--- config.mk ---
export PLATFORM = sky130hd
export DESIGN_NAME = signed_int_to_decimal_ascii
export DESIGN_NICKNAME = d
export VERILOG_FILES = /design/src/rtl/core/sitda_pkg.sv /design/src/rtl/core/signed_int_to_decimal_ascii.sv /design/src/rtl/core/sitda_dabble.sv
export SDC_FILE = /design/constraint.sdc
export NUM_CORES = 1
export LEC_CHECK = 0
export ABC_CLOCK_PERIOD_IN_PS = 6200
export BUFFER_PORTS_ARGS = -buffer_cell sky130_fd_sc_hd__buf_2
export CORE_ASPECT_RATIO = 0.6
export CORE_MARGIN = 2
export CORE_UTILIZATION = 60
export DETAILED_ROUTE_END_ITERATION = 7
export PLACE_DENSITY = 0.8
export RECOVER_POWER = 25
export SLEW_MARGIN = 20
export SYNTH_ARGS = -nofsm -noshare
export SYNTH_HDL_FRONTEND = slang
export SYNTH_SLANG_ARGS = --single-unit
--- constraint.sdc ---
create_clock -name clk -period 6.2 [get_ports clk]
set_clock_uncertainty 0.1 [all_clocks]
set_input_delay 0.93 -clock clk [delete_from_list [all_inputs] [get_ports clk]]
set_output_delay 0.93 -clock clk [all_outputs]
set_load 0.01 [all_outputs]
--- src/rtl/core/sitda_pkg.sv ---
package sitda_pkg;

  localparam int DEF_VALUE_BITS = 32;
  localparam int CHAR_W = 6;

  localparam logic [CHAR_W-1:0] CHAR_MINUS = 6'd45;
  localparam logic [CHAR_W-1:0] CHAR_ZERO  = 6'd48;
  localparam logic [CHAR_W-1:0] CHAR_NINE  = 6'd57;

  // decimal digits of 2^(bits-1), the largest magnitude
  function automatic int dec_digits(input int bits);
    return ((bits - 1) * 30103) / 100000 + 1;
  endfunction

endpackage

--- src/rtl/core/signed_int_to_decimal_ascii.sv ---
// signed integer to decimal ascii text
// input channel s_*: one request carries a two's complement value in the
// low VALUE_BITS bits of s_tdata; s_tready is high only while the block
// is idle, so one value is converted at a time.
// output channel m_*: one character per request, most significant first,
// a leading minus sign for negative values, m_tlast on the final digit.
// zero gives a single '0'; leading zeros never appear.
// after the input request, the value passes one shift-add-3 step per
// bit through one shared bcd step unit, then the first character is
// valid. characters leave one per cycle while m_tready is high.
// a new value is taken only once the final character has left; a value
// gives up to 11 characters at 32 bits.
// a stalled receiver holds the current character and m_tlast stable;
// the block waits without losing state.
// reset (rst, synchronous) returns the block to idle and drops any text
// in progress.
module signed_int_to_decimal_ascii #(
  parameter int VALUE_BITS = sitda_pkg::DEF_VALUE_BITS,
  localparam int IN_W = ((VALUE_BITS + 7) / 8) * 8
) (
  input  logic            clk,
  input  logic            rst,
  input  logic            s_tvalid,
  output logic            s_tready,
  input  logic [IN_W-1:0] s_tdata,   // value
  output logic            m_tvalid,
  input  logic            m_tready,
  output logic [7:0]      m_tdata,   // char_code
  output logic            m_tlast    // last
);

  import sitda_pkg::*;

  localparam int NDIG   = dec_digits(VALUE_BITS);
  localparam int PTR_W  = $clog2(NDIG);
  localparam int NCNT_W = $clog2(NDIG + 1);
  localparam int CNT_W  = (VALUE_BITS > 1) ? $clog2(VALUE_BITS) : 1;

  typedef enum logic [2:0] {
    ST_IDLE = 3'b001,
    ST_CONV = 3'b010,
    ST_EMIT = 3'b100
  } state_t;

  state_t                  state, state_next;
  logic [VALUE_BITS-1:0]   mag;
  logic [NDIG-1:0][3:0]    bcd;
  logic [NDIG-1:0][3:0]    bcd_step;
  logic [NCNT_W-1:0]       ndig, ndig_step;
  logic [CNT_W-1:0]        bit_cnt;
  logic [PTR_W-1:0]        ptr;
  logic                    sign_pend;
  logic [VALUE_BITS-1:0]   x_in;
  logic                    in_req, out_req;
  logic [CHAR_W-1:0]       char_code;

  assign in_req  = s_tvalid && s_tready;
  assign out_req = m_tvalid && m_tready;
  assign x_in    = s_tdata[VALUE_BITS-1:0];

  sitda_dabble #(.NDIG(NDIG)) u_dabble (
    .bcd_in  (bcd),
    .bit_in  (mag[VALUE_BITS-1]),
    .bcd_out (bcd_step)
  );

  // the number grows by at most one digit per step
  always_comb begin
    ndig_step = ndig;
    if (ndig < NCNT_W'(NDIG)) begin
      if (bcd_step[ndig[PTR_W-1:0]] != 4'd0) begin
        ndig_step = ndig + 1'b1;
      end
    end
  end

  always_comb begin
    state_next = state;
    case (state)
      ST_IDLE: begin
        if (in_req) state_next = ST_CONV;
      end
      ST_CONV: begin
        if (bit_cnt == '0) state_next = ST_EMIT;
      end
      ST_EMIT: begin
        if (out_req && !sign_pend && ptr == '0) state_next = ST_IDLE;
      end
      default: state_next = ST_IDLE;
    endcase
  end

  always_ff @(posedge clk) begin
    if (rst) begin
      state <= ST_IDLE;
    end else begin
      state <= state_next;
    end
  end

  always_ff @(posedge clk) begin
    case (state)
      ST_IDLE: begin
        if (in_req) begin
          sign_pend <= x_in[VALUE_BITS-1];
          mag       <= x_in[VALUE_BITS-1] ? (~x_in + 1'b1) : x_in;
          bcd       <= '0;
          ndig      <= '0;
          bit_cnt   <= CNT_W'(VALUE_BITS - 1);
        end
      end
      ST_CONV: begin
        bcd     <= bcd_step;
        ndig    <= ndig_step;
        mag     <= {mag[VALUE_BITS-2:0], 1'b0};
        bit_cnt <= bit_cnt - 1'b1;
        ptr     <= (ndig_step == '0) ? '0 : PTR_W'(ndig_step - 1'b1);
      end
      ST_EMIT: begin
        if (out_req) begin
          if (sign_pend) begin
            sign_pend <= 1'b0;
          end else if (ptr != '0) begin
            ptr <= ptr - 1'b1;
          end
        end
      end
      default: begin
      end
    endcase
  end

  assign char_code = sign_pend ? CHAR_MINUS : CHAR_ZERO + {2'b00, bcd[ptr]};

  assign s_tready = (state == ST_IDLE);
  assign m_tvalid = (state == ST_EMIT);
  assign m_tdata  = {2'b00, char_code};
  assign m_tlast  = !sign_pend && (ptr == '0);

endmodule

--- src/rtl/core/sitda_dabble.sv ---
module sitda_dabble #(
  parameter int NDIG = 10
) (
  input  logic [NDIG-1:0][3:0] bcd_in,
  input  logic                 bit_in,
  output logic [NDIG-1:0][3:0] bcd_out
);

  logic [NDIG-1:0][3:0] adj;

  // add 3 to every digit of 5 or more, then shift in the next bit
  always_comb begin
    for (int i = 0; i < NDIG; i++) begin
      adj[i] = (bcd_in[i] >= 4'd5) ? bcd_in[i] + 4'd3 : bcd_in[i];
    end
  end

  assign bcd_out = (NDIG*4)'({adj, bit_in});

endmodule

# After elaboration in Yosys (flattened, before gate mapping)
# Cells that the tools add are included.
[op_classes]
magnitude_cmp = 13
bitwise = 1
n_eq_ne = 9
add_sub_neg = 16
muxes = 38
n_reduce_logical = 18
[ops]
columns = ["cell", "count"]
rows = [
  ["$pmux 40 s2", 1],
  ["$mux 4", 18],
  ["$mux 32", 2],
  ["$pmux 32 s2", 1],
  ["$ge 4x3->1 const B", 10],
  ["$mux 40", 1],
  ["$add 4x2->4 const B", 9],
  ["$add 32x1->32 const B", 1],
  ["$bmux 4 s4", 2],
  ["$not 32->32", 1],
  ["$pmux 4 s2", 2],
  ["$mux 3", 4],
  ["$lt 4x5->1 const B", 2],
  ["$pmux 5 s2", 1],
  ["$pmux 3 s3", 1],
  ["$logic_not 4->1", 2],
  ["$ne 2x1->1 const B", 4],
  ["$reduce_bool 4->1", 2],
  ["$sub 4x1->4 const B", 2],
  ["$add 5x5->6 const A", 1],
  ["$mux 6", 1],
  ["$reduce_and 3->1", 2],
  ["$reduce_bool 2->1", 3],
  ["$logic_and 1x1->1", 5],
  ["15 further kinds", 17],
]
[word_totals]
input_bits = 36
out_inout_bits = 11
register_bits = 89
elab_cells = 111

# Depth between registers and ports, before layout
# Gate-level depths: netlist (run 1).
[depth]
word_depth = 10
mapped_depth = 11

# Cells and area by module
# Synthesis (run 1) repeated with hierarchy kept, for this count alone.
[hier_totals]
cells_unflattened = 611
hier_area_um2 = 6005.8
[by_module_without_submodules]
columns = ["mod", "instances", "area_per_inst_um2", "seq_area_each_um2", "cells_per_inst"]
rows = [
  ["signed_int_to_decimal_ascii", 1, 5004.8, 2642.5, 454],
  ["sitda_dabble", 1, 1001.0, 0.0, 157],
]

# Worst setup path before layout (run 1)
# Ideal clock, no wire load.
[synth_path]
path_kind = "input -> register"
start = "in s_tdata[10]"
end = "reg mag[26] (data pin)"
setup_time_ns = 0.263
stages = 9
path_slack_ns = 2.580
required_time_ns = 5.837
t_arrival_ns = 3.257
path_cell_list = "or4_4 nor4_4 nand3_2 or4_4 or4_1 or2_4 o31ai_4 xor2_1 o21ai_1"
[synth_between]
elab_chain_cells = 5
[synth_lines]
columns = ["item", "line", "rtl"]
rows = [
  ["from (decl)", "signed_int_to_decimal_ascii.sv:25", "input logic [IN_W-1:0] s_tdata,"],
  ["$not 32->32", "signed_int_to_decimal_ascii.sv:106", "mag <= x_in[VALUE_BITS-1] ? (~x_in + 1'b1) : x_in;"],
  ["$add 32x1->32", "signed_int_to_decimal_ascii.sv:106", ""],
  ["$mux 32", "signed_int_to_decimal_ascii.sv:106", ""],
  ["$mux 32", "signed_int_to_decimal_ascii.sv:104", "if (in_req) begin"],
  ["$pmux 32 s2", "signed_int_to_decimal_ascii.sv:102", "case (state)"],
  ["to (signal assigned)", "signed_int_to_decimal_ascii.sv:106", ""],
  ["to (signal assigned)", "signed_int_to_decimal_ascii.sv:115", "mag <= {mag[VALUE_BITS-2:0], 1'b0};"],
  ["to (decl)", "signed_int_to_decimal_ascii.sv:46", "logic [VALUE_BITS-1:0] mag;"],
]
# Every way passes these cells. The select of a mux whose other input is x is not followed.
# A chain may end at the register's enable or synchronous reset.

# Worst setup path after layout (run 1)
[layout_path]
start = "reg state[1]"
end = "reg bcd[18] (netlist name) (data pin)"
[layout_between]
elab_chain_cells = 2
word_cells_on_any_way = 3
classes_between = "eq/ne (2); mux (1)"
[layout_lines]
columns = ["item", "line", "rtl"]
rows = [
  ["from (decl)", "signed_int_to_decimal_ascii.sv:45", "state_t state, state_next;"],
  ["from (signal assigned)", "signed_int_to_decimal_ascii.sv:97", "state <= state_next;"],
  ["$eq 3x2->1 / $eq 3x1->1 (equally long branches)", "signed_int_to_decimal_ascii.sv:102", ""],
  ["$pmux 40 s2 *", "signed_int_to_decimal_ascii.sv:102", ""],
  ["to (signal assigned)", "signed_int_to_decimal_ascii.sv:113", "bcd <= bcd_step;"],
  ["to (decl)", "signed_int_to_decimal_ascii.sv:47", "logic [NDIG-1:0][3:0] bcd;"],
]
# Every way passes the cells marked *; elsewhere a longest branch is shown, timed or not.

==> results of run 1 <==
[layout make-up]
cell class | instances | area [um2] | share of cell area, %
clock buffer | 9 | 225.2 | 3.423
clock inverter | 7 | 72.57 | 1.103
timing repair buffer | 44 | 217.7 | 3.309
tap | 135 | 168.9 | 2.567
sequential | 89 | 2643 | 40.16
inverter | 32 | 120.1 | 1.825
multi-input combinational | 472 | 3133 | 47.61
[cells by family after synthesis]
group	Yosys count	share of synthesized area, %
AOI/OAI and AO/OA	162	16.49
xor gates and xnor gates	39	5.697
adders and majority gates	25	5.217
buffers and inverters	61	4.007
DFF	89	44.07
muxes	23	5.572
other	2	0.1253
and+or+nand+nor	220	18.82
[state kept, by name, indices dropped and copies added (netlist names)]
| signal | count |
|---|---|
| bcd | 40 |
| bit_cnt | 5 |
| mag | 32 |
| ndig | 4 |
| ptr | 4 |
| sign_pend | 1 |
| state | 3 |
[worst max path at each step]
stage | slack [ns] | endpoint | depth (start not counted) | startpoint
global route | 2.18 | bcd[18] | 4 | state[1]
detailed placement | 2.29 | mag[26] | 10 | s_tdata[10]
CTS | 2.66 | m_tdata[1] | 6 | ptr[0]
finish | 2.42 | bcd[18] | 4 | state[1]
floorplan | 2.58 | mag[26] | 9 | s_tdata[10]
global placement | 2.34 | mag[26] | 10 | s_tdata[10]
[power by group through the flow]
stage,Sequential (uW),Clock [uW],Combinational (uW)
6_report,801,545,329
5_1_grt,809,574,364
4_1_cts,800,548,322
3_5_place_dp,812,0,318
3_3_place_gp,808,0,303
2_1_floorplan,786,0,246
[stage by stage]
step | cells | setup slack, ns
6_report | 788 | 2.415
5_1_grt | 788 | 2.176
4_1_cts | 788 | 2.656
3_5_place_dp | 772 | 2.291
3_3_place_gp | 772 | 2.343
2_1_floorplan | 622 | 2.580
[cell usage in the layout (no fill, tap or decap), drive strengths merged, types with 2 or more instances in the layout]
cell     netlist  routed
nand2b        13      13
nand4b         2       2
or3b           4       4
clkbuf        24      11
nand2         85      85
a211oi         9       9
conb           2       3
ha            25      25
xor2          27      27
a21oi         43      43
nor2b          5       5
nand3b         4       4
a21o           3       3
buf            5      42
dfxtp          3       3
or2            2       2
nor3          13      13
nor3b         14      14
and2          10      10
mux2i         12      12
mux4           8       8
o22ai          2       2
or4            5       5
o21ai         62      62
nand3          9       9
o211ai         7       7
or3            4       4
a22oi          3       3
inv           32      35
edfxtp        86      86
mux2           3       3
o31ai         14      14
nor4           3       3
nor2          42      42
o41ai          6       6
o2111ai        2       2
xnor2         12      12
clkinv         0       3
[worst max-delay path, stage by stage, from the launching register on]
cell	delay, ns
dfxtp_1	0.38
nor3b_1	0.20
clkbuf_1	2.05
o21ai_0	0.54
a21oi_1	0.30
[layer usage]
metal  vias up  share of wire [%]  wire [um]
met2       204                 45       6132
met1      2311                 47       6339
li1       2325                  -          -
met4         0               0.67         91
met3        12                7.8       1059
met5         -                  0          0
==> metrics.md, run 1 <==
| Metric | Value |
|---|---|
| CP arrival | `3.86 ns` |
| CTS root buf | `clkbuf_16` |
| DP HPWL | `9445 um` |
| Worst flop-to-flop path startpoint | `state[1]` |
| Commonest cells in the netlist | `edfxtp_1, nand2_1, o21ai_0` |
| Clk Latency, worst-skew pair | `0.35 ns` |
| Leak Pwr | `0.002390 uW` |
| Area of the core | `9774 um2` |
| Die area | `10830 um2` |
| Post-synthesis async set-or-reset flop share | `0%` |
| Initial Utilization | `61.34%` |
| DP Area | `6284 um2` |
| Total chip power | `1674 uW` |
| Reg2Reg Depth | `4` |
| Hold Crit Class | `register to register` |
| Design Area, Final | `6580 um2` |
| Worst R2R Setup Slack | `2.42 ns` |
| Pwr dens | `254.5 nW/um2` |
| Die Span Y | `81.43 um` |
| Hold Path Sink | `mag[24]` |
| Final Critical Period | `3.785 ns` |
| DRT antenna net count | `0` |
| Vias/cell | `6.157` |
| Clock Sinks | `89` |
| Synth Cell Area | `5996 um2` |
| Max_slew headroom | `-91.61%` |
| Top_reg_cell synth | `edfxtp_1` |
| Failing checks | `max-capacitance violations, max-slew violations` |
| Detailed Route Iter0 Violations | `404` |
| Final hold vios | `0` |
| GRT Total Usage | `25.38%` |
| Sw frac | `31.13%` |
| Fin crit share | `61.05%` |
| Combinational share of power | `19.6%` |
| Setup-failing EPs final | `0` |
| CP Class | `register to register` |
| WL final | `13620 um` |
| CTS resizes | `0` |
| Top Usage Layer GRT | `met2` |
| Hold Buf Count CTS | `0` |
| Met2 usage | `39.38%` |
| Rows | `28` |
| Max-Cap Viols | `2` |
| Final GP Congestion | `0.8798` |
| # Post-CTS Setup Buffers | `0` |
| RSZ-0062 raised after global routing | `no` |
| Crit Path Max Fanout | `77` |
| Register area share after synthesis | `44.07%` |
| GR Overflow Total | `0` |
| Largest cells by area after synthesis | `edfxtp_1, nand2_1, ha_1` |
| Max Freq | `264.2 MHz` |
| Reg power frac | `47.9%` |
| First drt pass iteration count | `5` |
| Library cells used by synthesis | `60` |
| Met1 usage | `37.12%` |
| Worst Tran Pin Value | `2.874 ns` |
| I/O Buffers | `43` |
| Bufs on Longest Clock Path | `2` |
| CP Capture Type | `register` |
| Via count | `4852` |
| Clock H-tree levels | `3` |
| Cells after synthesis | `621` |
| Most common cell in the netlist | `edfxtp_1` |
| Final Slew Violations | `119` |
| Post-synth EDFFs | `86` |
| Clk slew on worst S/H paths | `0.08 ns` |
| Fill cell count | `742` |
| Post-synth top area cell | `edfxtp_1` |
| Setup TNS | `0 ns` |
| I/O pins | `47` |
| Synth Warn # | `0` |
| NetSw | `521.2 uW` |
| Chip width | `133.1 um` |
| Wire length per cell | `17.29 um` |
| Synthesized area per cell | `9.655 um2` |
| R2r endpoint | `bcd[18]` |
| WHS | `0.4277 ns` |
| Final #Nets | `709` |
| First-pass GRT wire length | `21610 um` |
| Fin util | `67.32%` |
| Pint | `1153 uW` |
| Yosys top cell area share | `43.07%` |
| # diodes | `0` |
| Vias in the first global route | `4438` |
| Layout cell share with drive strength beyond 1 | `12.86%` |
| Startpoint types | `register` |
| HP Start | `mag[23]` |
| Routing usage on met3 | `5.185%` |
| CTS tree | `built` |
| Clock power share | `32.5%` |
| Initial antenna violation count | `0` |
| VDD IR max | `0.1970 mV` |
| Area grow syn2layout | `9.745%` |
| Residual DRC | `0` |
| CTS Buf Count | `9` |
| #FFs+latches synth | `89` |
| Hold Crit Depth | `2` |
| Status | `finished with violations` |
| Largest net degree at the start of global routing | `82` |
| Worst EP required | `6.27 ns` |
(Power assumes the default switching activity.)
==> run 2, diff against run 1 <==
ABC_CLOCK_PERIOD_IN_PS = 3880   (was 6200)
clock period = 3.88 ns   (was 6.2 ns; I/O delays follow)
==> metrics.md, run 2 (synthesis gave the netlist of run 1 again) <==
| Metric | Value |
|---|---|
| Status | `finished with violations (unchanged)` |
| Failing checks | `max-capacitance violations, max-slew violations (unchanged)` |
| Hold Crit Depth | `2 (unchanged)` |
| CTS root buf | `clkbuf_16 (unchanged)` |
| GRT Total Usage | `24.82% (was 25.38%)` |
| Largest regs | `bcd x40, mag x32, bit_cnt x5 (unchanged)` |
| Area grow syn2layout | `10.33% (was 9.745%)` |
| Die area | `10830 um2 (unchanged)` |
| Reg power frac | `47.0% (was 47.9%)` |
| Bufs on Longest Clock Path | `2 (unchanged)` |
| Startpoint types | `register (unchanged)` |
| Via count | `4784 (was 4852)` |
| Rows | `28 (unchanged)` |
| Clock H-tree levels | `3 (unchanged)` |
| Clk slew on worst S/H paths | `0.07 ns (was 0.08 ns)` |
| RSZ-0062 raised after global routing | `no (unchanged)` |
| CTS resizes | `0 (unchanged)` |
| First drt pass iteration count | `5 (unchanged)` |
| Hold Crit Class | `input pin to register (was register to register)` |
| Detailed Route Iter0 Violations | `441 (was 404)` |
| CP Launch Point | `bcd[16] (was state[1])` |
| Hold Buf Count CTS | `0 (unchanged)` |
| Final Critical Period | `3.411 ns (was 3.785 ns)` |
| Final hold vios | `0 (unchanged)` |
| Chip width | `133.1 um (unchanged)` |
| Setup TNS | `0 ns (unchanged)` |
| CP Capture Type | `register (unchanged)` |
| I/O pins | `47 (unchanged)` |
| Clock power share | `33.5% (was 32.5%)` |
| Wire length per cell | `16.57 um (was 17.29 um)` |
| Initial antenna violation count | `0 (unchanged)` |
| Final GP Congestion | `0.8842 (was 0.8798)` |
| Clock Sinks | `89 (unchanged)` |
| # diodes | `0 (unchanged)` |
| Fin crit share | `87.92% (was 61.05%)` |
| Fin util | `67.68% (was 67.32%)` |
| Area of the core | `9774 um2 (unchanged)` |
| Worst Tran Pin Value | `1.590 ns (was 2.874 ns)` |
| Final Slew Violations | `41 (was 119)` |
| Top reg by flops | `bcd (unchanged)` |
| Layout cell share with drive strength beyond 1 | `13.55% (was 12.86%)` |
| Vias in the first global route | `4322 (was 4438)` |
| CTS tree | `built (unchanged)` |
| Worst flop-to-flop path startpoint | `bcd[16] (was state[1])` |
| Max-Cap Viols | `1 (was 2)` |
| Reg2Reg Depth | `10 (was 4)` |
| HP Start | `rst (was mag[23])` |
| NetSw | `807.9 uW (was 521.2 uW)` |
| # Post-CTS Setup Buffers | `0 (unchanged)` |
| Sw frac | `29.80% (was 31.13%)` |
| Most common cell after layout, fill and taps aside | `edfxtp_1 (unchanged)` |
| First-pass GRT wire length | `21050 um (was 21610 um)` |
| I/O Buffers | `43 (unchanged)` |
| Setup-failing EPs final | `0 (unchanged)` |
| Vias/cell | `6.040 (was 6.157)` |
| Fill cell count | `745 (was 742)` |
| Largest register FFs | `40 (unchanged)` |
| Most frequent cells in the layout | `edfxtp_1, nand2_1, o21ai_0, a21oi_1 (unchanged)` |
| CTS Buf Count | `9 (unchanged)` |
| Crit Path Max Fanout | `7 (was 77)` |
| CP Class | `register to register (unchanged)` |
| Leak Pwr | `0.002423 uW (was 0.002390 uW)` |
| Initial Utilization | `61.34% (unchanged)` |
| Max_slew headroom | `-5.999% (was -91.61%)` |
| Worst EP required | `3.85 ns (was 6.27 ns)` |
| Pwr dens | `409.9 nW/um2 (was 254.5 nW/um2)` |
| GR Overflow Total | `0 (unchanged)` |
| Max Freq | `293.1 MHz (was 264.2 MHz)` |
| Largest net degree at the start of global routing | `77 (was 82)` |
| DRT antenna net count | `0 (unchanged)` |
| WL final | `13120 um (was 13620 um)` |
| Combinational share of power | `19.5% (was 19.6%)` |
| CP arrival | `3.38 ns (was 3.86 ns)` |
| Final #Nets | `713 (was 709)` |
| DP HPWL | `9375 um (was 9445 um)` |
| Die Span Y | `81.43 um (unchanged)` |
| Residual DRC | `0 (unchanged)` |
| Clk Latency, worst-skew pair | `0.35 ns (about the same)` |
| VDD IR max | `0.2654 mV (was 0.1970 mV)` |
| Pint | `1903 uW (was 1153 uW)` |
run 2: critical path: stages, from the launching register on:
cell,delay [ns]
edfxtp_1,0.52
ha_1,0.25
nand2b_1,0.17
a2111oi_0,0.50
a31oi_1,0.08
o22ai_1,0.26
o211ai_1,0.14
a21oi_1,0.51
mux2i_1,0.29
nor3b_1,0.21
o22ai_1,0.11
run 2: metal layers:
| metal | vias to the layer above | share of wire, % | track usage (%) | routed length [um] |
|---|---|---|---|---|
| li1 | 2329 | - | - | - |
| met1 | 2284 | 48 | 36.64 | 6272 |
| met2 | 157 | 44 | 36.99 | 5723 |
| met3 | 14 | 7.8 | 6.049 | 1021 |
| met4 | 0 | 0.82 | 6.237 | 107 |
| met5 | - | 0 | 0 | 0 |
run 2: worst paths after layout:
| kind | to | slack, ns |
|---|---|---|
| worst min-delay path | state[1] | 0.31 |
| worst max-delay path | ptr[0] | 0.47 |
| worst min register to register | mag[25] | 0.43 |
| worst max register to register | ptr[0] | 0.47 |
run 2: stage by stage:
step / cells / total power [uW] / setup WS (ns) / area (um2) / hold slack, ns
after floorplan: 622 / 1649 / 0.5220 / 6000 / 0.3963
after global placement: 776 / 1780 / 0.3628 / 6314 / 0.4010
after detailed placement: 776 / 1811 / 0.3020 / 6314 / 0.4142
after CTS: 792 / 2717 / 0.5226 / 6624 / 0.3038
after global routing: 792 / 2839 / 0.2047 / 6615 / 0.3100
final: 792 / 2711 / 0.4686 / 6615 / 0.3133
run 2: final cells by class:
type                            count  area (um2)  area share [%]
Inverter                           32       120.1           1.816
Tap cell                          135       168.9           2.553
Timing Repair Buffer               48       249.0           3.764
Multi-Input combinational cell    472        3124           47.23
Clock inverter                      7       85.08           1.286
Sequential cell                    89        2643           39.95
Clock buffer                        9       225.2           3.405
run 2: power groups by stage:
stage	Combinational, uW	Clock, uW	Sequential, uW
global placement	497	0	1280
detailed placement	520	0	1290
CTS	525	922	1270
global route	590	963	1290
finish	528	909	1270
floorplan	393	0	1260
==> run 3, diff against run 2 <==
CORE_UTILIZATION = 45   (was 60)
PLACE_DENSITY = default   (was 0.8)
RECOVER_POWER = 100   (was 25)
==> metrics.md, run 3 (synthesis gave the netlist of run 1 again) <==
| Metric | Value |
|---|---|
| Status | `finished with violations (unchanged)` |
| Failing checks | `max-capacitance violations, max-slew violations (unchanged)` |
| # Post-CTS Setup Buffers | `0 (unchanged)` |
| Initial Utilization | `46.36% (was 61.34%)` |
| Most common cell after layout, fill and taps aside | `edfxtp_1 (unchanged)` |
| Chip width | `153.0 um (was 133.1 um)` |
| I/O Buffers | `43 (unchanged)` |
| DP Area | `6355 um2 (was 6314 um2)` |
| Fill cell count | `1195 (was 745)` |
| CTS resizes | `0 (unchanged)` |
| DRT antenna net count | `0 (unchanged)` |
| CTS Buf Count | `9 (unchanged)` |
| Max_slew headroom | `-3.943% (was -5.999%)` |
| Top reg by flops | `bcd (unchanged)` |
| Reg area | `2643 um2 (unchanged)` |
| Most frequent cells in the layout | `edfxtp_1, nand2_1, o21ai_0, a21oi_1, nor2_1 (was edfxtp_1, nand2_1, o21ai_0, a21oi_1)` |
| Final #Nets | `711 (was 713)` |
| Final GP Congestion | `0.7965 (was 0.8842)` |
| WL final | `13470 um (was 13120 um)` |
| Pwr dens | `416.3 nW/um2 (was 409.9 nW/um2)` |
| Final hold vios | `0 (unchanged)` |
| Bufs on Longest Clock Path | `2 (unchanged)` |
| Largest net degree at the start of global routing | `77 (unchanged)` |
| Fin crit share | `93.59% (was 87.92%)` |
| Placed cells | `809 (was 776)` |
| Vias/cell | `5.715 (was 6.040)` |
| Max-Cap Viols | `1 (unchanged)` |
| DP HPWL | `9649 um (was 9375 um)` |
| Worst Slack Setup Final | `0.2486 ns (was 0.4686 ns)` |
| Area of the core | `12930 um2 (was 9774 um2)` |
| CTS root buf | `clkbuf_16 (unchanged)` |
| CP arrival | `3.58 ns (was 3.38 ns)` |
| Worst EP required | `3.83 ns (was 3.85 ns)` |
| Reg power frac | `46.3% (was 47.0%)` |
| CTS tree | `built (unchanged)` |
| First drt pass iteration count | `4 (was 5)` |
| Rows | `32 (was 28)` |
| Sw frac | `29.09% (was 29.80%)` |
| Area of the multi-input gates | `3094 um2 (was 3124 um2)` |
| First-pass GRT wire length | `22310 um (was 21050 um)` |
| Clock Sinks | `89 (unchanged)` |
| Leak Pwr | `0.002379 uW (was 0.002423 uW)` |
| Pint | `1955 uW (was 1903 uW)` |
| Die area | `14290 um2 (was 10830 um2)` |
| Final Slew Violations | `41 (unchanged)` |
| Startpoint types | `input pin (was register)` |
| Fin util | `51.22% (was 67.68%)` |
| Largest register FFs | `40 (unchanged)` |
| Residual DRC | `0 (unchanged)` |
| Hold Buf Count CTS | `0 (unchanged)` |
| Place WS | `0.3021 ns (was 0.3020 ns)` |
| Clock H-tree levels | `3 (unchanged)` |
| Area grow syn2layout | `10.48% (was 10.33%)` |
| Largest regs | `bcd x40, mag x32, bit_cnt x5 (unchanged)` |
| Setup-failing EPs final | `0 (unchanged)` |
| # diodes | `0 (unchanged)` |
| Non-Filler Instances | `825 (was 792)` |
| Clock power share | `34.9% (was 33.5%)` |
| Layout cell share with drive strength beyond 1 | `11.15% (was 13.55%)` |
| VDD IR max | `0.2107 mV (was 0.2654 mV)` |
| GRT Total Usage | `19.57% (was 24.82%)` |
| Worst Tran Pin Value | `1.559 ns (was 1.590 ns)` |
| Max Freq | `275.4 MHz (was 293.1 MHz)` |
| Crit Path Max Fanout | `4 (was 7)` |
| Detailed Route Iter0 Violations | `367 (was 441)` |
| CP Capture Type | `register (unchanged)` |
| Clk slew on worst S/H paths | `0.07 ns (about the same)` |
| Combinational share of power | `18.8% (was 19.5%)` |
| RSZ-0062 raised after global routing | `no (unchanged)` |
| Via count | `4715 (was 4784)` |
| Setup TNS | `0 ns (unchanged)` |
| Die Span Y | `93.41 um (was 81.43 um)` |
| Initial antenna violation count | `0 (unchanged)` |
| GR Overflow Total | `0 (unchanged)` |
| I/O pins | `47 (unchanged)` |
| NetSw | `802.1 uW (was 807.9 uW)` |
| Design Area, Final | `6624 um2 (was 6615 um2)` |
| Clk Latency, worst-skew pair | `0.35 ns (about the same)` |
| Wire length per cell | `16.33 um (was 16.57 um)` |
| Final Critical Period | `3.631 ns (was 3.411 ns)` |
| Hold Crit Class | `input pin to register (unchanged)` |
| CP Class | `input pin to register (was register to register)` |
| Vias in the first global route | `4376 (was 4322)` |
==> run 3: worst paths after layout <==
check,from,endpoint,slack (ns),cells after the start
worst min-delay path,rst,state[1],0.32,2
worst max register to register,state[2],bcd[12],0.46,3
worst min register to register,mag[14],mag[15],0.42,2
worst max-delay path,s_tdata[8],mag[28],0.25,10
==> run 3: stage by stage <==
stage | hold slack (ns) | total power, uW
floorplan | 0.3963 | 1649
global placement | 0.4026 | 1797
detailed placement | 0.4129 | 1816
CTS | 0.3056 | 2776
global route | 0.3141 | 2891
finish | 0.3214 | 2757
==> run 3: power by group through the flow <==
stage / combinational, uW / clock (uW) / sequential [uW]
floorplan: 393 / 0 / 1260
global placement: 508 / 0 / 1290
detailed placement: 524 / 0 / 1290
CTS: 527 / 977 / 1270
global route: 589 / 1010 / 1290
finish: 518 / 963 / 1280
==> run 3: critical path: stages <==
cell and delay, ns:
clkbuf_1 0.12, or4_1 0.59, nor4_1 0.43, nand3_2 0.20, or4_1 0.48, or4_1 0.44, or2_0 0.29, o21ai_0 0.22
xor2_1 0.15, o21ai_0 0.08
==> run 3: area by class of cell <==
class | instances | share of cell area [%]
repair buffers | 46 | 3.419
clock inverters | 7 | 1.549
inverters | 32 | 1.813
flip-flops and latches | 89 | 39.89
well taps | 170 | 3.211
clock buffers | 9 | 3.400
multi-input cells | 472 | 46.71
==> run 3: metal layers <==
metal	up-vias	track usage, %	wire (um)
met3	13	6.951	954
met4	0	4.167	107
li1	2323	-	-
met2	121	27.68	5409
met5	-	0	0
met1	2258	28.69	6998
